[src/rtl/sfe_pkg.sv]
package sfe_pkg;

	localparam logic [7:0] START_BYTE   = 8'hFA;
	localparam logic [7:0] PAYLOAD_MARK = 8'hFB;
	localparam logic [7:0] STOP_BYTE    = 8'hFE;
	localparam logic [7:0] CRC_POLY     = 8'h07;
	localparam logic [7:0] CRC_TOP      = 8'h80;

	localparam int MAX_BURST = 8;
	localparam int CNT_W     = $clog2(MAX_BURST + 1);
	localparam int IDX_W     = $clog2(MAX_BURST);

	localparam logic [CNT_W-1:0] CNT_ONE   = CNT_W'(1);
	localparam logic [CNT_W-1:0] CNT_THREE = CNT_W'(3);
	localparam logic [CNT_W-1:0] CNT_SIX   = CNT_W'(6);
	localparam logic [CNT_W-1:0] CNT_SEVEN = CNT_W'(7);
	localparam logic [CNT_W-1:0] CNT_EIGHT = CNT_W'(8);

	// All output bytes caused by one request, in emit order from entry 0
	typedef struct packed {
		logic [MAX_BURST-1:0][7:0] bytes;
		logic [CNT_W-1:0]          count;
		logic                      close;
	} burst_t;

	// Fold one byte into a CRC-8, MSB first, no reflection
	function automatic logic [7:0] crc8_byte(input logic [7:0] crc, input logic [7:0] b);
		logic [7:0] c;
		c = crc ^ b;
		for (int i = 0; i < 8; i++) begin
			if ((c & CRC_TOP) != 8'h00) begin
				c = (c << 1) ^ CRC_POLY;
			end else begin
				c = c << 1;
			end
		end
		return c;
	endfunction

endpackage

[src/rtl/sfe_build.sv]
module sfe_build
	import sfe_pkg::*;
(
	input  logic        clk,
	input  logic        arst_n,
	input  logic        load,
	input  logic [7:0]  payload_byte,
	input  logic [15:0] payload_length,
	output burst_t      burst
);

	logic [15:0] remaining_q;
	logic [7:0]  crc_q;
	logic [15:0] remaining_d;
	logic [7:0]  crc_d;

	logic [7:0] c_start;
	logic [7:0] c_lo;
	logic [7:0] hcrc;
	logic [7:0] c_hdr;
	logic [7:0] c_mark;
	logic [7:0] c_data_open;
	logic [7:0] c_data_mid;

	// CRC chain over the frame header and the first payload byte, plus the running CRC step for later payload bytes
	always_comb begin
		c_start     = crc8_byte(8'h00, START_BYTE);
		c_lo        = crc8_byte(c_start, payload_length[7:0]);
		hcrc        = crc8_byte(c_lo, payload_length[15:8]);
		c_hdr       = crc8_byte(hcrc, hcrc);
		c_mark      = crc8_byte(c_hdr, PAYLOAD_MARK);
		c_data_open = crc8_byte(c_mark, payload_byte);
		c_data_mid  = crc8_byte(crc_q, payload_byte);
	end

	// Assemble the byte burst and the next frame state for this request
	always_comb begin
		burst       = '0;
		remaining_d = remaining_q;
		crc_d       = crc_q;
		if (remaining_q == 16'd0) begin
			burst.bytes[0] = START_BYTE;
			burst.bytes[1] = payload_length[7:0];
			burst.bytes[2] = payload_length[15:8];
			burst.bytes[3] = hcrc;
			burst.bytes[4] = PAYLOAD_MARK;
			if (payload_length == 16'd0) begin
				// empty frame: close right after the payload mark
				burst.bytes[5] = c_mark;
				burst.bytes[6] = STOP_BYTE;
				burst.count    = CNT_SEVEN;
				burst.close    = 1'b1;
				remaining_d    = 16'd0;
				crc_d          = 8'h00;
			end else if (payload_length == 16'd1) begin
				burst.bytes[5] = payload_byte;
				burst.bytes[6] = c_data_open;
				burst.bytes[7] = STOP_BYTE;
				burst.count    = CNT_EIGHT;
				burst.close    = 1'b1;
				remaining_d    = 16'd0;
				crc_d          = 8'h00;
			end else begin
				burst.bytes[5] = payload_byte;
				burst.count    = CNT_SIX;
				burst.close    = 1'b0;
				remaining_d    = payload_length - 16'd1;
				crc_d          = c_data_open;
			end
		end else begin
			burst.bytes[0] = payload_byte;
			if (remaining_q == 16'd1) begin
				burst.bytes[1] = c_data_mid;
				burst.bytes[2] = STOP_BYTE;
				burst.count    = CNT_THREE;
				burst.close    = 1'b1;
				remaining_d    = 16'd0;
				crc_d          = 8'h00;
			end else begin
				burst.count    = CNT_ONE;
				burst.close    = 1'b0;
				remaining_d    = remaining_q - 16'd1;
				crc_d          = c_data_mid;
			end
		end
	end

	// Advance frame state on each accepted request
	always_ff @(posedge clk or negedge arst_n) begin
		if (!arst_n) begin
			remaining_q <= 16'd0;
			crc_q       <= 8'h00;
		end else if (load) begin
			remaining_q <= remaining_d;
			crc_q       <= crc_d;
		end
	end

endmodule

[src/rtl/sfe_serialize.sv]
module sfe_serialize
	import sfe_pkg::*;
(
	input  logic       clk,
	input  logic       arst_n,
	input  logic       in_valid,
	output logic       in_stall,
	output logic       load,
	input  burst_t     burst,
	output logic       out_valid,
	input  logic       out_stall,
	output logic [7:0] out_byte,
	output logic       run_last,
	output logic       frame_last
);

	burst_t           burst_s1;
	logic             busy_q;
	logic [IDX_W-1:0] idx_q;
	logic             pop;
	logic             last;

	// Drain the held burst one byte per cycle while out_stall is low; take a new one when idle or as the last byte leaves
	assign last     = ({1'b0, idx_q} + CNT_ONE) == burst_s1.count;
	assign pop      = busy_q && !out_stall;
	assign in_stall = busy_q && !(pop && last);
	assign load     = in_valid && !in_stall;

	assign out_valid  = busy_q;
	assign out_byte   = burst_s1.bytes[idx_q];
	assign run_last   = last;
	assign frame_last = last && burst_s1.close;

	// Hold burst payload
	always_ff @(posedge clk) begin
		if (load) begin
			burst_s1 <= burst;
		end
	end

	// Track occupancy and read position
	always_ff @(posedge clk or negedge arst_n) begin
		if (!arst_n) begin
			busy_q <= 1'b0;
			idx_q  <= '0;
		end else if (load) begin
			busy_q <= 1'b1;
			idx_q  <= '0;
		end else if (pop && last) begin
			busy_q <= 1'b0;
		end else if (pop) begin
			idx_q <= idx_q + IDX_W'(1);
		end
	end

	a_idx_in_range: assert property (@(posedge clk) disable iff (!arst_n)
		busy_q |-> ({1'b0, idx_q} < burst_s1.count))
		else $error("read index beyond burst length");

	a_stop_byte: assert property (@(posedge clk) disable iff (!arst_n)
		(out_valid && frame_last) |-> (out_byte == STOP_BYTE))
		else $error("frame end flagged on a byte other than stop");

	a_load_when_free: assert property (@(posedge clk) disable iff (!arst_n)
		(load && busy_q) |-> (pop && last))
		else $error("new burst loaded over an undelivered one");

	a_advance: assert property (@(posedge clk) disable iff (!arst_n)
		(pop && !last && !load) |=> (busy_q && idx_q == $past(idx_q) + IDX_W'(1)))
		else $error("read position did not advance after a pop");

endmodule

[src/rtl/serial_frame_encoder_crc8.sv]
// Latency: first byte of a request appears the cycle after it is accepted.
// Throughput: one output byte per cycle while out_stall is low. A request
// yields 1 to 8 bytes: 1 mid-frame (3 when it closes the frame) and 6 to 8
// on a frame open; a new one is taken when idle or as the last byte leaves.
// Reset: arst_n low clears frame state (idle, CRC zero) and empties the output.
module serial_frame_encoder_crc8
	import sfe_pkg::*;
(
	input  logic        clk,
	input  logic        arst_n,
	input  logic        in_valid,
	output logic        in_stall,
	input  logic [7:0]  payload_byte,
	input  logic [15:0] payload_length,
	output logic        out_valid,
	input  logic        out_stall,
	output logic [7:0]  out_byte,
	output logic        run_last,
	output logic        frame_last
);

	burst_t burst;
	logic   load;

	sfe_build u_build (
		.clk            (clk),
		.arst_n         (arst_n),
		.load           (load),
		.payload_byte   (payload_byte),
		.payload_length (payload_length),
		.burst          (burst)
	);

	sfe_serialize u_serialize (
		.clk        (clk),
		.arst_n     (arst_n),
		.in_valid   (in_valid),
		.in_stall   (in_stall),
		.load       (load),
		.burst      (burst),
		.out_valid  (out_valid),
		.out_stall  (out_stall),
		.out_byte   (out_byte),
		.run_last   (run_last),
		.frame_last (frame_last)
	);

endmodule
[config.mk]
export PLATFORM = sky130hd
export DESIGN_NAME = serial_frame_encoder_crc8
export DESIGN_NICKNAME = d
export VERILOG_FILES = /design/src/rtl/sfe_pkg.sv /design/src/rtl/sfe_build.sv /design/src/rtl/sfe_serialize.sv /design/src/rtl/serial_frame_encoder_crc8.sv
export SDC_FILE = /design/constraint.sdc
export NUM_CORES = 1
export LEC_CHECK = 0
export BUFFER_PORTS_ARGS = -buffer_cell sky130_fd_sc_hd__buf_4
export CORE_ASPECT_RATIO = 0.6
export CORE_MARGIN = 8
export CORE_UTILIZATION = 40
export CTS_BUF_LIST = sky130_fd_sc_hd__clkbuf_4 sky130_fd_sc_hd__clkbuf_8
export DETAILED_ROUTE_END_ITERATION = 10
export GPL_TIMING_DRIVEN = 0
export SLEW_MARGIN = 5
export SYNTH_ARGS = -nofsm -noshare
export SYNTH_HDL_FRONTEND = slang
export SYNTH_SLANG_ARGS = --single-unit
[constraint.sdc]
create_clock -name clk -period 3.2 [get_ports clk]
set_input_delay 0.64 -clock clk [delete_from_list [all_inputs] [get_ports clk]]
set_output_delay 0.64 -clock clk [all_outputs]
set_load 0.1 [all_outputs]
==> flow_summary.rst, run 1 <==
.. list-table::
   :header-rows: 1

   * - Metric
     - Value
   * - Worst slew slack as a fraction of its limit
     - 0.358
   * - Number of buffers created by CTS
     - 9
   * - Tot Pwr
     - about 4.9 mW
   * - Most common cell in the netlist
     - nor2_1
   * - Standard-cell rows
     - 32
   * - Port Buffers
     - 35
   * - Fillers
     - around 1200
   * - Required time at the endpoint of the critical path
     - between 2 and 3 ns
   * - Post-detail-place hpwl
     - between 10000 and 15000 um
   * - Number of warnings printed during yosys synthesis
     - 0
   * - Synth cell types
     - 57
   * - Number of antenna diodes
     - 0
   * - Critical Path Fanout Max
     - 10
   * - Number of standard cells after synthesis
     - between 500 and 600
   * - Slew at the pin closest to its max-slew limit
     - roughly 0.96 ns
   * - Cell type with the largest total area after synthesis
     - edfxtp_1
   * - Number of buffers inserted by hold repair at cts
     - 0
   * - DIE WIDTH
     - around 160 um
   * - Clock network latency to the later pin of the worst-skew pair
     - between 0.3 and 0.4 ns
   * - Routed WL
     - 13900 um
   * - Antenna violations before repair
     - 0
   * - Post-detailed-route wirelength per cell
     - 19.2 um
   * - Synth Flop Type
     - edfxtp_1
   * - # nets final
     - between 500 and 600
   * - Category of the worst setup path launch point
     - flip-flop
   * - RSZ-0062 raised after global routing
     - no
   * - Placed insts
     - approximately 700
   * - Initial DRC count
     - 358
   * - Total of flip-flops plus latches after synthesis
     - slightly above 80
   * - Top-area cell type share of the netlist area
     - 0.319
   * - Synthesized Nets
     - between 500 and 600
   * - Final setup skew
     - between 0.01 and 0.015 ns
   * - Post-route DRC
     - 0
   * - Aggregate global routing overflow
     - 0
   * - Number of top-level pins
     - 40
   * - Reported leakage power
     - between 2 and 2.5 nW
   * - Weighted congestion reported at the end of routability-driven placement
     - just over 0.9
   * - Number of global-route vias before repair
     - between 3000 and 4000
   * - Die Footprint
     - approximately 17000 um^2
   * - PD cells
     - 850 nW/um^2
   * - EDFF count, synth
     - 54
   * - Antenna violation net count after detailed routing
     - 0
   * - Path category of the worst min-delay check
     - input pin to async pin
   * - Most used standard cells in the synthesized netlist
     - nor2_1 (58), edfxtp_1 (54), xnor2_1 (46)
   * - Highest Clock Rate
     - around 330 MHz
   * - Number of levels the H-tree was split into
     - 3
   * - Mean area per synthesized cell
     - roughly 10 um^2
   * - Arr. time, crit path
     - around 2.4 ns
   * - Area Growth Syn to Fin
     - 13.8%
   * - Maximum buffer depth of the clock tree
     - 2
   * - Core Footprint
     - between 10000 and 15000 um^2
   * - Minimum clock period
     - approximately 3.0 ns
   * - Routed vias/inst
     - about 5.5
   * - DR vias
     - 4001
   * - Max-cap viol count
     - 0
   * - Clock slew at the register clock pins of the worst setup and hold paths
     - 0.09 ns
   * - Run status
     - complete, no violations
   * - Number of clock sinks
     - between 80 and 90
   * - Period utilization
     - 0.946
   * - Post-Synthesis Cell Area
     - just over 5000 um^2
   * - Portion of the post-synthesis area used by sequential elements
     - 0.457
   * - Most area-consuming cells after synthesis
     - edfxtp_1 (32%), dfrtp_1 (14%), xnor2_1 (7.9%)
   * - Length of the first detailed-routing pass in iterations
     - 5
   * - Post-synth ARST share
     - 0.341
   * - Worst vdd ir
     - ~0.00034 V
   * - Number of max-slew violations in the final report
     - 0
   * - Number of non-filler instances in the completed layout
     - 724
   * - Worst Path Class, Setup
     - flip-flop to output pin
   * - Effective utilization at floorplan
     - 0.403
   * - Setup violation total in the final timing report
     - 0
   * - Buffers inserted by post-CTS timing repair
     - 0
   * - Pin count of the biggest net entering global routing
     - between 60 and 70
   * - Final-report hold violation count
     - 0
   * - Root Driver
     - clkbuf_8
   * - Total routing resource utilization after global routing
     - 0.172
   * - Fraction of final layout cells with drive strength greater than 1
     - 0.159
   * - Nature of the critical path endpoint
     - output pin
   * - Chip Height
     - between 100 and 150 um
   * - Global-route wire length before repair
     - around 22000 um
   * - TritonCTS clock tree
     - yes
-- critical path, stage by stage, from the launching register on --
cell	delay, ns
dfrtp_1	0.36
clkbuf_1	0.40
clkbuf_2	0.38
mux4_2	0.40
nor2_1	0.16
a21oi_2	0.05
buf_4	0.26
-- routing by layer --
metal | track usage | vias up | routed length, um
met5 | 0 | - | 0
met4 | 0.0347 | 0 | 104
met3 | 0.0439 | 13 | 1060
met2 | 0.236 | 148 | 5520
met1 | 0.264 | 1947 | 7210
li1 | - | 1893 | -
-- power by group --
| group | internal [mW] | switching [mW] |
|---|---|---|
| Sequential | 1.33 | 0.147 |
| Combinational | 0.915 | 1.82 |
| Clock | 0.322 | 0.382 |
-- cell type report --
cell class | count | area [um^2] | share of cell area
plain buffers | 27 | 116 | 0.0201
clock buffers | 12 | 153 | 0.0264
clock inverters | 4 | 28.8 | 0.00498
inverters | 20 | 80.1 | 0.0138
multi-input cells | 374 | 2610 | 0.451
flip-flops and latches | 82 | 2320 | 0.402
well taps | 170 | 213 | 0.0368
repair buffers | 35 | 263 | 0.0454
-- metrics by stage --
step / instance area [um^2] / setup TNS, ns / hold WS (ns) / util / setup WS (ns)
after floorplan: 5110 / -0.179 / 0.344 / - / -0.179
after global placement: 5580 / -0.0878 / 0.480 / 0.443 / -0.0835
after detailed placement: 5580 / -0.289 / 0.482 / 0.443 / -0.0919
after CTS: 5770 / 0 / 0.193 / 0.458 / 0.112
after global routing: 5780 / 0 / 0.206 / 0.458 / 0.0108
final: 5780 / 0 / 0.193 / 0.458 / 0.171
-- path summary, 6_finish.rpt --
| kind | slack [ns] | start | endpoint | cells after the start |
|---|---|---|---|---|
| worst max-delay path | 0.17 | u_serialize.idx_q[1] | out_byte[6] | 6 |
| worst min-delay path | 0.19 | arst_n | u_build.remaining_q[3] | 1 |
| worst max register to register | 0.35 | u_build.remaining_q[5] | u_serialize.burst_s1[20] | 6 |
| worst min register to register | 0.50 | u_build.crc_q[0] | u_build.crc_q[0] | 2 |
| max in group asynchronous | 2.73 | arst_n | u_build.remaining_q[0] | 1 |
| min in group clk | 0.50 | in_valid | u_serialize.out_valid | 2 |
-- what timing repair did --
action / CTS / global route
resized for setup: 4 / 3
endpoints found under the hold margin: 0 / 0
endpoints found under the setup margin: 10 / 8
-- registers in the layout, indices dropped and copies added, names as in the netlist --
signal,count
u_serialize.burst_s1,54
u_build.remaining_q,16
u_build.crc_q,8
u_serialize.idx_q,3
u_serialize.out_valid,1
-- cells by family (layout without fill, tap and decap cells) --
logic type                 count (synthesis)  in the layout  share of synthesized area
AOI/OAI and AO/OA                        127            127                      0.155
xor gates and xnor gates                  79             79                      0.145
adders and majority gates                 12             12                     0.0295
buffers and inverters                     47             98                     0.0362
DFF                                       82             82                      0.457
muxes                                     10             10                     0.0399
and+or+nand+nor                          146            146                      0.137
-- placed cells by master (no fill, tap or decap), types with 7 or more instances in the layout --
cell type  netlist  layout
clkbuf_1        20      19
clkbuf_8         0      10
nor3_1          14      14
nand2_1         28      28
buf_4            0      35
a21o_1           7       7
dfrtp_1         28      28
o21ai_0         23      22
mux4_2           8       8
inv_1           17      17
xor2_1          29      29
xnor2_1         46      46
edfxtp_1        54      54
a21oi_1         29      23
nor2_1          58      58
nand2b_1         8       8
ha_1            12      12
o21ai_1         26      27
Power figures use the tool's default switching activity.
==> inputs of run 2 (changes only) <==
--- a/config.mk
+++ b/config.mk
@@ -5,13 +5,14 @@
 export SDC_FILE = /design/constraint.sdc
 export NUM_CORES = 1
 export LEC_CHECK = 0
-export BUFFER_PORTS_ARGS = -buffer_cell sky130_fd_sc_hd__buf_4
+export BUFFER_PORTS_ARGS = -buffer_cell sky130_fd_sc_hd__buf_2
 export CORE_ASPECT_RATIO = 0.6
 export CORE_MARGIN = 8
 export CORE_UTILIZATION = 40
 export CTS_BUF_LIST = sky130_fd_sc_hd__clkbuf_4 sky130_fd_sc_hd__clkbuf_8
 export DETAILED_ROUTE_END_ITERATION = 10
 export GPL_TIMING_DRIVEN = 0
+export PLACE_DENSITY = 0.53
 export SLEW_MARGIN = 5
 export SYNTH_ARGS = -nofsm -noshare
 export SYNTH_HDL_FRONTEND = slang
==> run 2 against run 1 <==
Sequential power hardly changed; setup slack improved by 0.034 ns; flip-flop and latch count unchanged; non-clock buffer count unchanged; clock power is 20% higher; final area fell by 0.30%; hold slack gained 0.13 ns; first-iteration DRC count decreased by 2.0%; global-route usage rose by 0.79 points; maximum frequency grew 1.1%; combinational power fell by 1%; clock-buffer cell count shrank 1; largest cell class unchanged; largest power group unchanged.
==> flow_summary.rst, run 2 (synthesis gave the netlist of run 1 again) <==
.. list-table::
   :header-rows: 1

   * - Metric
     - Value
   * - Fillers
     - 1243
   * - Required time at the endpoint of the critical path
     - around 2.6 ns
   * - Number of max-slew violations in the final report
     - 0
   * - Period utilization
     - 0.936
   * - Final-report hold violation count
     - 0
   * - Setup violation total in the final timing report
     - 0
   * - PD cells
     - a little under 900 nW/um^2
   * - Path category of the worst min-delay check
     - input pin to async pin
   * - Core utilization of the finished layout
     - 0.457
   * - Initial DRC count
     - about 350
   * - Antenna violation net count after detailed routing
     - 0
   * - Total area of sequential cells
     - around 2300 um^2
   * - Most common cell after layout, fill and taps aside
     - nor2_1
   * - DR vias
     - 4006
   * - Root Driver
     - clkbuf_8
   * - Highest Clock Rate
     - roughly 330 MHz
   * - Fraction of final layout cells with drive strength greater than 1
     - 0.162
   * - Pin count of the biggest net entering global routing
     - 63
   * - Core Footprint
     - 12600 um^2
   * - Final setup skew
     - roughly 0.013 ns
   * - Slew at the pin closest to its max-slew limit
     - between 0.9 and 1 ns
   * - Number of clock sinks
     - 82
   * - Routed WL
     - 14400 um
   * - Global-route wire length before repair
     - ~23000 um
   * - Cell Chain, Critical Path
     - ha_1 -> xor2_1 -> or3_1 -> a211o_1 -> inv_2 -> and2_2 -> clkbuf_4
   * - Effective utilization at floorplan
     - 0.403
   * - Area Growth Syn to Fin
     - 13.4%
   * - Worst vdd ir
     - between 0.0003 and 0.0004 V
   * - Biggest registers after layout
     - u_serialize.burst_s1 (54), u_build.remaining_q (16), u_build.crc_q (8)
   * - Crit path largest cell delay
     - 0.40 ns
   * - Max-cap viol count
     - 0
   * - Weighted congestion reported at the end of routability-driven placement
     - 0.873
   * - Nature of the critical path endpoint
     - output pin
   * - Placed insts
     - ~710
   * - Worst Path Class, Setup
     - flip-flop to output pin
   * - Number of top-level pins
     - 40
   * - Port Buffers
     - 35
   * - Flip-flop count of the largest register, all copies and words added
     - between 50 and 60
   * - Maximum buffer depth of the clock tree
     - 2
   * - Reported leakage power
     - between 2 and 2.5 nW
   * - Worst slew slack as a fraction of its limit
     - 0.345
   * - Number of levels the H-tree was split into
     - 3
   * - Arr. time, crit path
     - 2.35 ns
   * - Part of the power in combinational logic
     - 0.538
   * - Number of global-route vias before repair
     - slightly below 4000
   * - Post-detailed-route wirelength per cell
     - between 15 and 20 um
   * - Number of antenna diodes
     - 0
   * - Chip Height
     - 103 um
   * - Sequential share of power
     - 0.294
   * - Clk network pwr share
     - 0.169
   * - Clock slew at the register clock pins of the worst setup and hold paths
     - 0.09 ns
   * - Internal portion of total power
     - ~2.7 mW
   * - Top library cells by usage in the layout, fill and taps aside
     - nor2_1 (58), edfxtp_1 (54), xnor2_1 (46)
   * - Antenna violations before repair
     - 0
   * - Post-route DRC
     - 0
   * - P_sw
     - 2.33 mW
   * - # nets final
     - about 590
   * - Number of buffers created by CTS
     - 9
   * - Clock network latency to the later pin of the worst-skew pair
     - between 0.3 and 0.4 ns
   * - Die Footprint
     - roughly 17000 um^2
   * - Aggregate global routing overflow
     - 0
   * - Number of non-filler instances in the completed layout
     - roughly 720
   * - Length of the first detailed-routing pass in iterations
     - 5
   * - Most flops, register
     - u_serialize.burst_s1
   * - Standard-cell rows
     - 32
   * - TritonCTS clock tree
     - yes
   * - Run status
     - complete, no violations
   * - Routed vias/inst
     - ~5.5
   * - Max stage delay cell, worst path
     - dfrtp_1
   * - DIE WIDTH
     - 162 um
   * - Critical Path Fanout Max
     - 4
   * - WHS
     - roughly 0.32 ns
   * - Total routing resource utilization after global routing
     - 0.180
   * - Multi-input gate area
     - 2620 um^2
   * - Number of buffers inserted by hold repair at cts
     - 0
   * - Post-detail-place hpwl
     - 11000 um
   * - Minimum clock period
     - 2.99 ns
   * - Switching part of the total power
     - 0.465
   * - RSZ-0062 raised after global routing
     - no
   * - Category of the worst setup path launch point
     - flip-flop
[run 2: worst paths after layout]
check,to,slack [ns],cells past startpoint,start
setup / recovery,frame_last,0.21,7,u_serialize.idx_q[0]
hold / removal,u_build.remaining_q[10],0.32,1,arst_n
setup reg to reg,u_build.remaining_q[7],0.27,8,u_serialize.idx_q[0]
hold reg to reg,u_build.crc_q[1],0.51,2,u_build.crc_q[1]
max in group asynchronous,u_build.crc_q[5],2.42,1,arst_n
min in group clk,u_build.crc_q[1],0.51,2,u_build.crc_q[1]
[run 2: stage by stage]
step                total power, mW  setup slack [ns]  setup TNS (ns)  instance area, um^2
floorplan                      3.58            -0.179          -0.179                 5110
global route                   5.33           0.00844               0                 5760
finish                         5.02             0.205               0                 5760
detailed placement             4.11            -0.264           -1.60                 5490
CTS                            5.03          -0.00253        -0.00253                 5740
global placement               4.09            -0.237           -1.29                 5490
[run 2: power by group through the flow]
stage / clock, mW / sequential (mW) / combinational, mW
2_1_floorplan: 0 / 1.46 / 2.12
3_3_place_gp: 0 / 1.49 / 2.60
3_5_place_dp: 0 / 1.49 / 2.62
4_1_cts: 0.872 / 1.47 / 2.69
5_1_grt: 0.911 / 1.50 / 2.92
6_report: 0.847 / 1.47 / 2.70
[run 2: area by class of cell]
class	count	area share
multi-input combinational	374	0.454
sequential	82	0.403
tap	170	0.0369
timing repair buffer	35	0.0339
clock buffer	11	0.0241
buffer	27	0.0206
clock inverter	5	0.0141
inverter	20	0.0135
[run 2: what timing repair did]
item	CTS	global route
setup endpoints to repair	10	9
pin swaps	0	0
gates resized for setup	11	8
setup buffers	0	0
[run 2: worst max-delay path: cells and delay by family (launching register included)]
family          cells  cell delay [ns]
xor+xnor            1             0.18
fa+ha+maj           1             0.24
flops               1             0.40
buf+inv             2             0.41
simple gates        2             0.46
compound gates      1             0.31
[run 2: metal layers]
metal / vias to the layer above / wire (um) / track usage
met1: 1968 / 7610 / 0.277
met4: 0 / 142 / 0.0354
li1: 1893 / - / -
met2: 131 / 5610 / 0.247
met3: 14 / 996 / 0.0435
met5: - / 0 / 0
